### src/hw/rtl/pcet_pkg.sv
`timescale 1ns / 1ps

package pcet_pkg;

    // Default depth of the pair table.
    localparam int TABLE_ENTRIES_DEFAULT = 256;

    localparam int KEY_W = 64;

    typedef enum logic [1:0] {
        EV_NONE  = 2'd0,
        EV_ENTER = 2'd1,
        EV_STAY  = 2'd2,
        EV_EXIT  = 2'd3
    } contact_t;

    typedef enum logic [1:0] {
        ST_IDLE,
        ST_SCAN,
        ST_UPDATE,
        ST_EMIT
    } state_t;

    // One collider pair as it arrives on the input channel.
    typedef struct packed {
        logic        [31:0] left_id;
        logic        [31:0] right_ident;
        logic signed [23:0] left_cx;
        logic signed [23:0] left_cy;
        logic        [22:0] left_w;
        logic        [22:0] left_h;
        logic signed [23:0] right_cx;
        logic signed [23:0] right_cy;
        logic        [22:0] right_w;
        logic        [22:0] right_h;
        logic               left_dying;
        logic               right_dying;
    } pair_t;

    // One result on the output channel.
    typedef struct packed {
        contact_t contact_event;
        logic     table_full;
    } result_t;

    // One entry of the pair table.
    typedef struct packed {
        logic [KEY_W-1:0] key;
        logic             touching;
    } entry_t;

endpackage

### src/hw/rtl/pcet_overlap.sv
`timescale 1ns / 1ps

// Box overlap test on both axes, registered when a pair is taken in.
module pcet_overlap
(
    input  logic          clk,
    input  logic          load,
    input  pcet_pkg::pair_t pair,
    output logic          overlap_reg
);

    logic overlap_next;

    // True when 2*|cb - ca| <= sa + sb.
    function automatic logic axis_hit(
        input logic [23:0] ca,
        input logic [23:0] cb,
        input logic [22:0] sa,
        input logic [22:0] sb
    );
        logic [24:0] diff;
        logic [24:0] mag;
        logic [25:0] twice;
        logic [25:0] total;
        diff  = {cb[23], cb} - {ca[23], ca};
        mag   = diff[24] ? (~diff + 25'd1) : diff;
        twice = {mag, 1'b0};
        total = {3'b000, sa} + {3'b000, sb};
        return twice <= total;
    endfunction

    assign overlap_next = axis_hit(pair.left_cx, pair.right_cx, pair.left_w, pair.right_w)
                       && axis_hit(pair.left_cy, pair.right_cy, pair.left_h, pair.right_h);

    always_ff @(posedge clk)
    begin
        if (load)
        begin
            overlap_reg <= overlap_next;
        end
    end

endmodule

### config.mk
export PLATFORM = sky130hd
export DESIGN_NAME = pcet_overlap
export DESIGN_NICKNAME = d
export VERILOG_FILES = /design/src/hw/rtl/pcet_pkg.sv /design/src/hw/rtl/pcet_overlap.sv
export SDC_FILE = /design/constraint.sdc
export NUM_CORES = 1
export LEC_CHECK = 0
export BUFFER_PORTS_ARGS = -buffer_cell sky130_fd_sc_hd__buf_2
export CORE_ASPECT_RATIO = 1.1
export CORE_MARGIN = 2
export CORE_UTILIZATION = 55
export DETAILED_ROUTE_END_ITERATION = 8
export HOLD_SLACK_MARGIN = 0.1
export PLACE_DENSITY = 0.86
export SLEW_MARGIN = 5
export SYNTH_ARGS = -nofsm -noshare
export SYNTH_HDL_FRONTEND = slang
export SYNTH_SLANG_ARGS = --single-unit
export TNS_END_PERCENT = 20
### constraint.sdc
create_clock -name clk -period 16.79 [get_ports clk]
set_clock_uncertainty 0.05 [all_clocks]
set_input_delay 2.5185 -clock clk [delete_from_list [all_inputs] [get_ports clk]]
set_output_delay 2.5185 -clock clk [all_outputs]
set_load 0.02 [all_outputs]
**After elaboration in Yosys (flattened, before gate mapping)**

Index checks and enable logic that the tools add are counted.
Widths: inputs -> output; s select.

- Flip-flop bits (word level): 1
- Word-level logic and storage cells: 14
- Output and inout port bits: 1
- Input bits: 256

- Magnitude comparators: 2
- Bitwise operators: 2
- $add $sub $neg: 6
- Reductions and logical operators: 1
- Muxes and demuxes: 2

Operators with widths:

| kind | count |
|---|---|
| $le 26x24->1 | 2 |
| $add 25x1->25 const B | 2 |
| $mux 25 | 2 |
| $not 25->25 | 2 |
| $sub 24x24->25 | 2 |
| $add 23x23->24 | 2 |
| $logic_and 1x1->1 | 1 |

**Logic depth before layout (Yosys ltp)**

Gate-level depths: netlist of run 1.

- Depth after elaboration: 6
- Gate-level depth with buffers: 24
- Depth with buffers taken out: 23

**Worst setup path before layout of run 1**

No wires, ideal clock.

- Path type: input to register
- Start point: input pair[72] (netlist name)
- End point: register overlap_reg, data pin
- Data arrival time: 6.954 ns
- Stages on the path: 22
- Buffers on the path: 1
- Data required time: 16.582 ns
- Library setup time: 0.158 ns
- Setup slack: 9.628 ns
- Cells stage by stage: inv_1 ha_1 fa_1 nor2b_1 o21ai_1 a2111oi_1 o211ai_2 a21o_1 and3_1 or3_1 clkbuf_1 o21ai_0 xnor2_1 ha_1 a21o_1 a21oi_1 nor2b_1 o21ai_0 o311ai_0 a2111oi_0 o32ai_1 a211oi_2

- Cells in the longest elaborated chain, start to end: 6

Ends and longest elaborated chain:

| element | RTL line | RTL |
|---|---|---|
| from (decl) | pcet_overlap.sv:8 | `input pcet_pkg::pair_t pair,` |
| $sub 24x24->25 * | pcet_overlap.sv:25 | `diff = {cb[23], cb} - {ca[23], ca};` |
| $not 25->25 | pcet_overlap.sv:26 | `mag = diff[24] ? (~diff + 25'd1) : diff;` |
| $add 25x1->25 | pcet_overlap.sv:26 |  |
| $mux 25 * | pcet_overlap.sv:26 |  |
| $le 26x24->1 * | pcet_overlap.sv:29 | `return twice <= total;` |
| $logic_and 1x1->1 * | pcet_overlap.sv:33 | `&& axis_hit(pair.left_cy, pair.right_cy, pair.left_h, pair.right_h);` |
| via overlap_next | pcet_overlap.sv:12 | `logic overlap_next;` |
| to (signal assigned) | pcet_overlap.sv:39 | `overlap_reg <= overlap_next;` |
| to (decl) | pcet_overlap.sv:9 | `output logic overlap_reg` |

Mark *: on every way through the listed nets, which the timed path passes. The rest lies on a longest branch.
A chain may end at the register's enable or synchronous reset.

**Final worst setup path of run 1**

Ends and elaborated chain as after synthesis.

==> results of run 1 <==
-- stage by stage --
step | std cells | total power [mW] | setup slack [ns] | hold slack (ns)
4_1_cts | 1324 | 0.4335 | 8.739 | 2.698
2_1_floorplan | 990 | 0.3312 | 9.628 | 2.581
3_5_place_dp | 1324 | 0.4304 | 8.775 | 2.698
5_1_grt | 1324 | 0.4928 | 8.203 | 2.703
6_report | 1324 | 0.4357 | 8.743 | 2.706
3_3_place_gp | 1324 | 0.4190 | 8.861 | 2.698
-- how the worst max path moves through the flow --
stage | from | end | slack, ns | depth (start not counted)
final | pair[72] | overlap_reg$_DFFE_PP_ | 8.74 | 22
after global routing | pair[72] | overlap_reg$_DFFE_PP_ | 8.20 | 22
after floorplan | pair[72] | overlap_reg$_DFFE_PP_ | 9.63 | 22
after CTS | pair[72] | overlap_reg$_DFFE_PP_ | 8.74 | 22
after detailed placement | pair[72] | overlap_reg$_DFFE_PP_ | 8.77 | 22
after global placement | pair[72] | overlap_reg$_DFFE_PP_ | 8.86 | 22
-- per-layer routing --
metal,share of wire (%),track usage (%)
met2,53,51.28
met3,3.7,0.8824
met5,0,0
met4,1.9,5.564
met1,42,28.84
-- cell usage after synthesis (all sizes together) (14+ instances only) --
cell type / n
a211oi: 17
a21o: 39
a21oi: 98
a31oi: 17
and3: 14
ha: 142
inv: 87
nand2: 52
nand3: 20
nor2: 77
nor2b: 22
nor3: 31
o211ai: 15
o21a: 24
o21ai: 47
xnor2: 62
xor2: 52
-- power groups by stage --
stage	Clock, mW	Combinational, mW	Sequential (mW)
after detailed placement	0	0.427	0.00362
after global placement	0	0.415	0.00364
after floorplan	0	0.327	0.00438
after CTS	0	0.430	0.00362
after global routing	0	0.489	0.00372
final	0	0.432	0.00361
-- critical path, stage by stage --
cell and delay, ns:
buf_2 0.07, inv_1 0.03, ha_1 0.25, fa_1 0.42, nor2b_1 0.21, o21ai_1 0.19
a2111oi_1 0.68, o211ai_2 0.23, a21o_1 0.23, and3_1 0.15, or3_1 0.57, o21ai_0 0.20
xnor2_1 0.10, ha_1 0.32, a21o_1 0.18, a21oi_1 0.14, nor2b_1 0.06, o21ai_0 0.15
o311ai_0 0.22, a2111oi_0 0.50, o32ai_1 0.17, a211oi_2 0.22
-- kinds of logic (layout without fill, tap and decap cells) --
group	count (synthesis)	count (layout)	share of synthesized area (%)
adders and majority gates	146	146	26.16
and+or+nand+nor	298	298	22.02
muxes	5	5	0.7051
xor gates and xnor gates	114	114	14.07
AOI/OAI and AO/OA	324	324	31.08
DFF	1	1	0.4231
buffers and inverters	102	279	5.553
-- cell type report --
| cell class | instances | area [µm²] | area share [%] |
|---|---|---|---|
| Timing Repair Buffer | 192 | 965.9 | 11.78 |
| Sequential cell | 1 | 30.03 | 0.3662 |
| Multi-Input combinational cell | 887 | 6680 | 81.47 |
| Tap cell | 157 | 196.4 | 2.396 |
| Inverter | 87 | 326.6 | 3.983 |
==> impl_results.md, run 1 <==
* IO buf count at 190
* Synth area leader: ha_1
* Hold violation count in the final report at 0
* Logic pwr share at between 90% and 100%
* Syn Area/Cell at 7.170 µm²
* Top post-synthesis cells by area: ha_1 25%, xnor2_1 7.7%, a21oi_1 6.9%, xor2_1 6.4%, inv_1 4.6%
* Via density at 5.937
* Post-CTS Resized at 0
* GR Util All Layers at 25.13%
* Synthesized net count at roughly 1400
* Switch share at between 50% and 60%
* Final net count at approximately 1600
* Crit end category: flop
* Startpoint types: primary input
* Hold Crit Class: in2reg
* Max cap viols at 0
* Global-route wire length before repair at roughly 30000 µm
* Core area at around 0.013 mm²
* DRC violations left at 0
* Psw at 236.7 µW
* Synth Flop Type: edfxtp_1
* Sequential fraction of the synthesis area at less than 1%
* Slew at the pin with the worst max-slew slack at around 0.85 ns
* Via count at ~7900
* Max reg flops at 1
* Area Growth Syn to Fin at 15.51%
* Share of cells above drive strength 1 at between 10% and 20%
* LEAKAGE at 4.175 nW
* Fin crit share at 47.93%
* Drt first pass iters at 5
* Cells after Synth at 990
* Post-synth EDFFs at 1
* First-iteration detailed-routing DRC count at between 300 and 400
* Synthesized area at around 0.0071 mm²
* Vias in the first global route at a little over 7000
* Cell area after layout at about 0.008 mm²
* Seq pwr share at less than 1%
* Largest net degree at the start of global routing at 26
* Final WL at ~18000 µm
* Worst Path Class, Setup: in2reg
* Yosys top cell area share at 25.03%
* Run status: completed
* Post-synth ARST share at 0%
* Reg clk slew, reported paths at 0 ns
* Filler Cells Inserted at between 1000 and 1500
* Starting density of the core at a little under three fifths
* Worst Hold End: overlap_reg$_DFFE_PP_
* Height of the die at around 120 µm
* Post-CTS setup buffers at 0
* Arr. time, crit path at between 7 and 8 ns
* Synth Warn # at 0
* Placer Congestion at slightly below 0.9
* PD cells at approximately 53 mW/mm²
* Hold buffer count at CTS at 0
* #FFs+latches synth at 1
* Rel. slew slack at between 40% and 50%
* Rows at 43
* # IOs at 257
* Die X at 112.3 µm
* Post-DRT Antenna Nets at 0
* Cell count of the worst hold path at 1
* Initial antenna violation count at 0
* Most common cell after layout, fill and taps aside: buf_2
* Commonest non-fill, non-tap cells in the layout: 190 x buf_2, 142 x ha_1, 98 x a21oi_1
* Final TNS setup at 0 ns
* Ant diodes at 0
* Netlist cell types at between 80 and 90
* Remaining global-route overflow at 0
* WL/cell at about 14 µm
* Req. time, crit path at 16.57 ns
* Die footprint at approximately 0.014 mm²
* Hold path start: load
* Unrepaired setup endpoints after global routing: false
* Final core utilization at between 60% and 70%
* VDD IR-drop max at ~0.032 mV
* Placed Instance Area at ~0.0082 mm²
* Clock period minus worst slack at ~8.0 ns
* Dpl hpwl at around 16000 µm
* Crit-path max FO at 14
* Final Max Tran Viols at 0
* Achievable Freq at roughly 120 MHz
* Int Power at ~200 µW
* Endpoints failing setup at 0
* Clock power share at 0%
(Power assumes the default switching activity.)
==> run 2: changes to the inputs <==
ABC_AREA = 1   (was unset)
PLACE_DENSITY = 0.84   (was 0.86)
clock period = 7.7 ns   (was 16.79 ns; I/O delays follow)
==> run 2 against run 1 <==
Synthesized cell count increased by 52%. Combinational power rose by 130%. Critical endpoint unchanged. Cell count up 42%. Critical path type unchanged. Highest routed layer unchanged. Via count increased by 24%. Hold slack worse by 1.4 ns.
==> impl_results.md, run 2 <==
* Cells after Synth at 1509 (was 990)
* Synthesized net count at 1911 (was 1392)
* Rows at 46 (was 43)
* Arr. time, crit path at 4.89 ns (was 7.83 ns)
* Synth area leader: ha_1 (unchanged)
* Via density at 5.162 (was 5.937)
* Slowest CP cell: fa_1 (was a2111oi_1)
* Placed Instance Area at 0.009404 mm² (was 0.008199 mm²)
* Area Growth Syn to Fin at 13.98% (was 15.51%)
* Fin crit share at around 67%
* # IOs at 257 (unchanged)
* Yosys top cell area share at 21.53% (was 25.03%)
* Initial antenna violation count at 0 (unchanged)
* Crit end category: flop (unchanged)
* PD cells at 107.7 mW/mm² (was 53.14 mW/mm²)
* Starting density of the core at 56.66% (was 56.38%)
* Filler Cells Inserted at 1497 (was 1170)
* Remaining global-route overflow at 0 (unchanged)
* Delay-heaviest family, CP: simple AND/OR/NAND/NOR gates (was compound AO/OA/AOI/OAI gates)
* GR Util All Layers at 25.24% (was 25.13%)
* WL/cell at 10.80 µm (was 13.70 µm)
* Crit path launch: pair[48] (was pair[72])
* Final WL at 20360 µm (was 18140 µm)
* LEAKAGE at 5.739 nW (was 4.175 nW)
* Share of cells above drive strength 1 at 14.66% (was 19.11%)
* Final core utilization at 64.58% (was 65.13%)
* Critical Path Most Common Cell: nand2_1
* Sequential fraction of the synthesis area at 0.3640% (was 0.4231%)
* Largest net degree at the start of global routing at 17 (was 26)
* Rel. slew slack at 69.25% (was 42.23%)
* Height of the die at 132.5 µm (was 123.1 µm)
* Final net count at 2096 (was 1571)
* Clock period minus worst slack at around 5.2 ns
* Synthesized area at 0.008250 mm² (was 0.007098 mm²)
* Max cap viols at 0 (unchanged)
* Synth Warn # at 0 (unchanged)
* WP buf/inv at 4 (was 2)
* Die footprint at 0.01600 mm² (was 0.01383 mm²)
* DRC violations left at 0 (unchanged)
* Achievable Freq at 192.4 MHz
* Post-DRT Antenna Nets at 0 (unchanged)
* Hold Crit Class: in2reg (unchanged)
* Drt first pass iters at 5 (unchanged)
* Reg clk slew, reported paths at 0 ns (about the same)
* Req. time, crit path at 7.39 ns (was 16.57 ns)
* Post-CTS setup buffers at 0 (unchanged)
* Most common cell after layout, fill and taps aside: nand2_1 (was buf_2)
* Post-synth ARST share at 0% (unchanged)
* Hold buffer count at CTS at 0 (unchanged)
* Unrepaired setup endpoints after global routing: false (unchanged)
* Max reg flops at 1 (unchanged)
* Most numerous cell in the Yosys netlist: nand2_1 (was ha_1)
* Minimum hold slack at 1.305 ns (was 2.706 ns)
* Slew at the pin with the worst max-slew slack at 0.4602 ns (was 0.8545 ns)
* Worst setup path endpoint: overlap_reg$_DFFE_PP_ (unchanged)
* Ant diodes at 0 (unchanged)
* VDD IR-drop max at 0.07364 mV (was 0.03204 mV)
* Dpl hpwl at 18460 µm (was 15770 µm)
* Via count at 9725 (was 7861)
* Global-route wire length before repair at 35600 µm (was 30540 µm)
* Die X at 120.8 µm (was 112.3 µm)
* Startpoint types: primary input (unchanged)
* Synth top cells by count: 453 x nand2_1, 288 x inv_1, 142 x ha_1 (was 142 x ha_1, 98 x a21oi_1, 87 x inv_1)
* Synth Flop Type: edfxtp_1 (unchanged)
* Post-synth EDFFs at 1 (unchanged)
* IO buf count at 190 (unchanged)
* Top post-synthesis cells by area: ha_1 22%, nand2_1 21%, inv_1 13%, a21oi_1 6.2%, xor2_1 5.7% (was ha_1 25%, xnor2_1 7.7%, a21oi_1 6.9%, xor2_1 6.4%, inv_1 4.6%)
* Endpoints failing setup at 0 (unchanged)
* Core area at 0.01456 mm² (was 0.01259 mm²)
* #FFs+latches synth at 1 (unchanged)
* Crit-path max FO at 16 (was 14)
* Cell depth of the worst setup path at 27 (was 22)
* Post-CTS Resized at 0 (unchanged)
* Final Max Tran Viols at 0 (unchanged)
* Placer Congestion at 0.9334 (was 0.8930)
* Hold violation count in the final report at 0 (unchanged)
* Vias in the first global route at 9258 (was 7273)
* Final TNS setup at 0 ns (unchanged)
* Commonest non-fill, non-tap cells in the layout: 453 x nand2_1, 288 x inv_1, 190 x buf_2 (was 190 x buf_2, 142 x ha_1, 98 x a21oi_1)
* Netlist cell types at 40 (was 83)
* Syn Area/Cell at 5.467 µm² (was 7.170 µm²)
* Biggest cell delay along the critical path at 0.41 ns (was 0.68 ns)
* First-iteration detailed-routing DRC count at 449 (was 346)
* Run status: completed (unchanged)
* Worst Path Class, Setup: in2reg (unchanged)
* Cell area after layout at 0.009404 mm² (was 0.008199 mm²)
run 2: cell types whose count changed after synthesis, moves of 22 or more:
| cell | change |
|---|---|
| nand2_1 | +401 |
| inv_1 | +201 |
| nand3_1 | +71 |
| nor2_1 | +47 |
| a21o_1 | -36 |
| xnor2_1 | -27 |
| nand2_2 | +24 |
| nand4_1 | +22 |
run 2: per-stage QoR:
step	power [mW]	setup slack (ns)	cells
floorplan	0.7812	3.227	1509
global placement	0.9795	2.567	1884
detailed placement	1.008	2.542	1884
CTS	1.014	2.517	1884
global route	1.177	1.964	1884
finish	1.013	2.503	1884
run 2: power breakdown:
part,internal (mW),switching [mW]
Clock,0,0
Combinational,0.396,0.609
Sequential,0.00744,0.000150
Total,0.403,0.610
run 2: worst min path at each step:
stage | startpoint | to | slack [ns] | depth (start not counted)
finish | load | overlap_reg$_DFFE_PP_ | 1.31 | 1
global route | load | overlap_reg$_DFFE_PP_ | 1.31 | 1
CTS | load | overlap_reg$_DFFE_PP_ | 1.31 | 1
detailed placement | load | overlap_reg$_DFFE_PP_ | 1.31 | 1
global placement | load | overlap_reg$_DFFE_PP_ | 1.30 | 1
floorplan | load | overlap_reg$_DFFE_PP_ | 1.22 | 0
run 2: cell families after synthesis:
group           share of synthesized area, %
simple gates                           40.70
buf+inv                                13.83
compound gates                         13.15
fa+ha+maj                              22.51
xor+xnor                               9.448
flops                                 0.3640
run 2: area by class of cell:
class / count / area, µm² / share of cell area, %
inverter: 294 / 1104 / 11.73
multi-input combinational: 1207 / 7079 / 75.28
sequential: 1 / 30.03 / 0.3193
timing repair buffer: 190 / 950.9 / 10.11
tap: 192 / 240.2 / 2.555
run 2: metal layers:
metal	GRT usage [%]	wire (µm)	part of all wire, %	vias up
met5	0	0	0	-
li1	-	-	-	5189
met4	8.850	710	3.5	0
met1	25.42	8028	39	4269
met2	53.36	11050	54	210
met3	0.7328	563	2.8	57
==> run 3: changes to the inputs <==
ABC_AREA = 0   (was 1)
CORE_UTILIZATION = 48   (was 55)
PLACE_DENSITY = 0.8   (was 0.84)
clock period = 4.5 ns   (was 7.7 ns; I/O delays follow)
==> run 3 against run 2 <==
Sequential share of layout area barely moved. Critical path depth fell by 4. Highest routed layer is now met5. Total power rose by 100%. Cell count fell by 17%. Wire length rose by 0.76%. Utilization rose by 5.0 points. Die area fell by 1.4%. Critical endpoint unchanged. The flow now finishes with violations (negative setup slack).
==> impl_results.md, run 3 (synthesis gave the netlist of run 1 again) <==
* Hold path start: load (unchanged)
* Violated checks: negative setup slack
* Psw at 1.003 mW (was 609.5 µW)
* Arr. time, crit path at 4.72 ns (was 4.89 ns)
* Fin crit share at 109.6%
* Post-DRT Antenna Nets at 0 (unchanged)
* Drt first pass iters at 4 (was 5)
* Global-route wire length before repair at 34630 µm (was 35600 µm)
* Req. time, crit path at 4.29 ns (was 7.39 ns)
* Final TNS setup at -0.4312 ns (was 0 ns)
* Filler Cells Inserted at 1200 (was 1497)
* Endpoints failing setup at 1 (was 0)
* VDD IR-drop max at 0.09648 mV (was 0.07364 mV)
* Crit-path max FO at 4 (was 16)
* IO buf count at 190 (unchanged)
* Rel. slew slack at 50.54% (was 69.25%)
* Via density at 5.500 (was 5.162)
* Cell area after layout at 0.01005 mm² (was 0.009404 mm²)
* Clock period minus worst slack at 4.931 ns
* Area Growth Syn to Fin at 41.55% (was 13.98%)
* Dpl hpwl at 18100 µm (was 18460 µm)
* Fin cells at 1563 (was 1884)
* Hold violation count in the final report at 0 (unchanged)
* Crit end category: flop (unchanged)
* Largest net degree at the start of global routing at 12 (was 17)
* Seq pwr share at 0.7% (about the same)
* Startpoint types: primary input (unchanged)
* First-iteration detailed-routing DRC count at 346 (was 449)
* Int Power at 1.033 mW (was 403.5 µW)
* Worst Path Class, Setup: in2reg (unchanged)
* Die footprint at 0.01578 mm² (was 0.01600 mm²)
* Max reg flops at 1 (unchanged)
* PD cells at 202.7 mW/mm² (was 107.7 mW/mm²)
* Initial antenna violation count at 2 (was 0)
* Achievable Freq at between 200 and 250 MHz
* WL/cell at 13.12 µm (was 10.80 µm)
* Logic pwr share at 99.3% (about the same)
* Final Max Tran Viols at 0 (unchanged)
* Final net count at 1774 (was 2096)
* Reg clk slew, reported paths at 0 ns (about the same)
* Rows at 46 (unchanged)
* Starting density of the core at 49.13% (was 56.66%)
* Placed Instance Area at 0.009859 mm² (was 0.009404 mm²)
* Commonest non-fill, non-tap cells in the layout: 204 x buf_4, 189 x buf_2, 140 x ha_1 (was 453 x nand2_1, 288 x inv_1, 190 x buf_2)
* Worst Hold End: overlap_reg$_DFFE_PP_ (unchanged)
* Via count at 8596 (was 9725)
* Remaining global-route overflow at 0 (unchanged)
* Clock power share at 0% (about the same)
* Unrepaired setup endpoints after global routing: true (was false)
* Dpl ws at -0.7153 ns (was 2.542 ns)
* Hold Crit Class: in2reg (unchanged)
* Switch share at 49.27% (was 60.17%)
* GR Util All Layers at 25.00% (was 25.24%)
* Share of cells above drive strength 1 at 34.45% (was 14.66%)
* Final WL at 20510 µm (was 20360 µm)
* Final setup margin at -0.4312 ns (was 2.503 ns)
* Most common cell after layout, fill and taps aside: buf_4 (was nand2_1)
* Placed cell count at 1558 (was 1884)
* Run status: finished with violations (was completed)
* Cell count of the worst hold path at 1 (unchanged)
* Slew at the pin with the worst max-slew slack at 0.7231 ns (was 0.4602 ns)
* Die X at 119.9 µm (was 120.8 µm)
* # IOs at 257 (unchanged)
* Core area at 0.01445 mm² (was 0.01456 mm²)
* Placer Congestion at 0.9281 (was 0.9334)
* Height of the die at 131.5 µm (was 132.5 µm)
* Vias in the first global route at 8479 (was 9258)
* LEAKAGE at 5.215 nW (was 5.739 nW)
* Max cap viols at 0 (unchanged)
* DRC violations left at 0 (unchanged)
* Power after layout at 2.036 mW (was 1.013 mW)
==> run 3: routing by layer <==
| metal | up-vias | wire length (µm) | global-route usage [%] |
|---|---|---|---|
| li1 | 4411 | - | - |
| met5 | - | 13 | 0 |
| met4 | 2 | 473 | 5.556 |
| met2 | 193 | 11170 | 52.11 |
| met3 | 46 | 679 | 1.172 |
| met1 | 3944 | 8174 | 26.65 |
==> run 3: power by group through the flow <==
stage | logic [mW] | clock network (mW) | registers [mW]
floorplan | 1.25 | 0 | 0.0163
global placement | 1.87 | 0 | 0.0150
detailed placement | 1.93 | 0 | 0.0149
CTS | 2.00 | 0 | 0.0149
global route | 2.25 | 0 | 0.0151
finish | 2.02 | 0.0000000297 | 0.0148
==> run 3: cell type report <==
class                   count  area, µm²  share of cell area (%)
multi-input cells         887       6940                   69.08
repair buffers            395       2500                   24.88
inverters                  87      334.1                   3.325
well taps                 192      240.2                   2.391
flip-flops and latches      1      30.03                  0.2989
diodes                      1      2.502                 0.02491
==> run 3: worst max-delay path by stage <==
stage               cells past startpoint                     to      from  slack, ns
floorplan                              22  overlap_reg$_DFFE_PP_  pair[72]      -0.15
global placement                       21  overlap_reg$_DFFE_PP_  pair[72]      -0.49
detailed placement                     24  overlap_reg$_DFFE_PP_  pair[72]      -0.72
CTS                                    26  overlap_reg$_DFFE_PP_  pair[48]      -0.42
global route                           23  overlap_reg$_DFFE_PP_  pair[48]      -0.69
finish                                 23  overlap_reg$_DFFE_PP_  pair[72]      -0.43
==> run 3: what timing repair did <==
action	in CTS	in global routing
pin swaps	20	4
hold buffers	0	0
setup endpoints to repair	1	1
setup buffers	4	0
gates resized for setup	29	8
==> run 3: per-stage QoR <==
step / utilization, % / hold slack, ns
floorplan: - / 0.7375
global placement: 68.25 / 0.8245
detailed placement: 68.25 / 0.8304
CTS: 69.29 / 0.8304
global route: 69.53 / 0.8296
finish: 69.55 / 0.8324
==> run 3: worst max-delay path: stages <==
cell and delay (ns):
buf_2 0.13, inv_8 0.03, ha_4 0.15, fa_2 0.38, nor2b_4 0.14, o21ai_2 0.09, buf_4 0.15, a211oi_1 0.24
a211oi_1 0.09, xnor2_1 0.16, and3b_2 0.29, nand3b_1 0.12, or2_4 0.29, o21ai_1 0.16, xnor2_1 0.10, ha_1 0.30
nand4_1 0.16, nor2_2 0.17, nand3_1 0.11, or4_1 0.43, o21ai_2 0.09, o32ai_2 0.10, a211oi_2 0.15
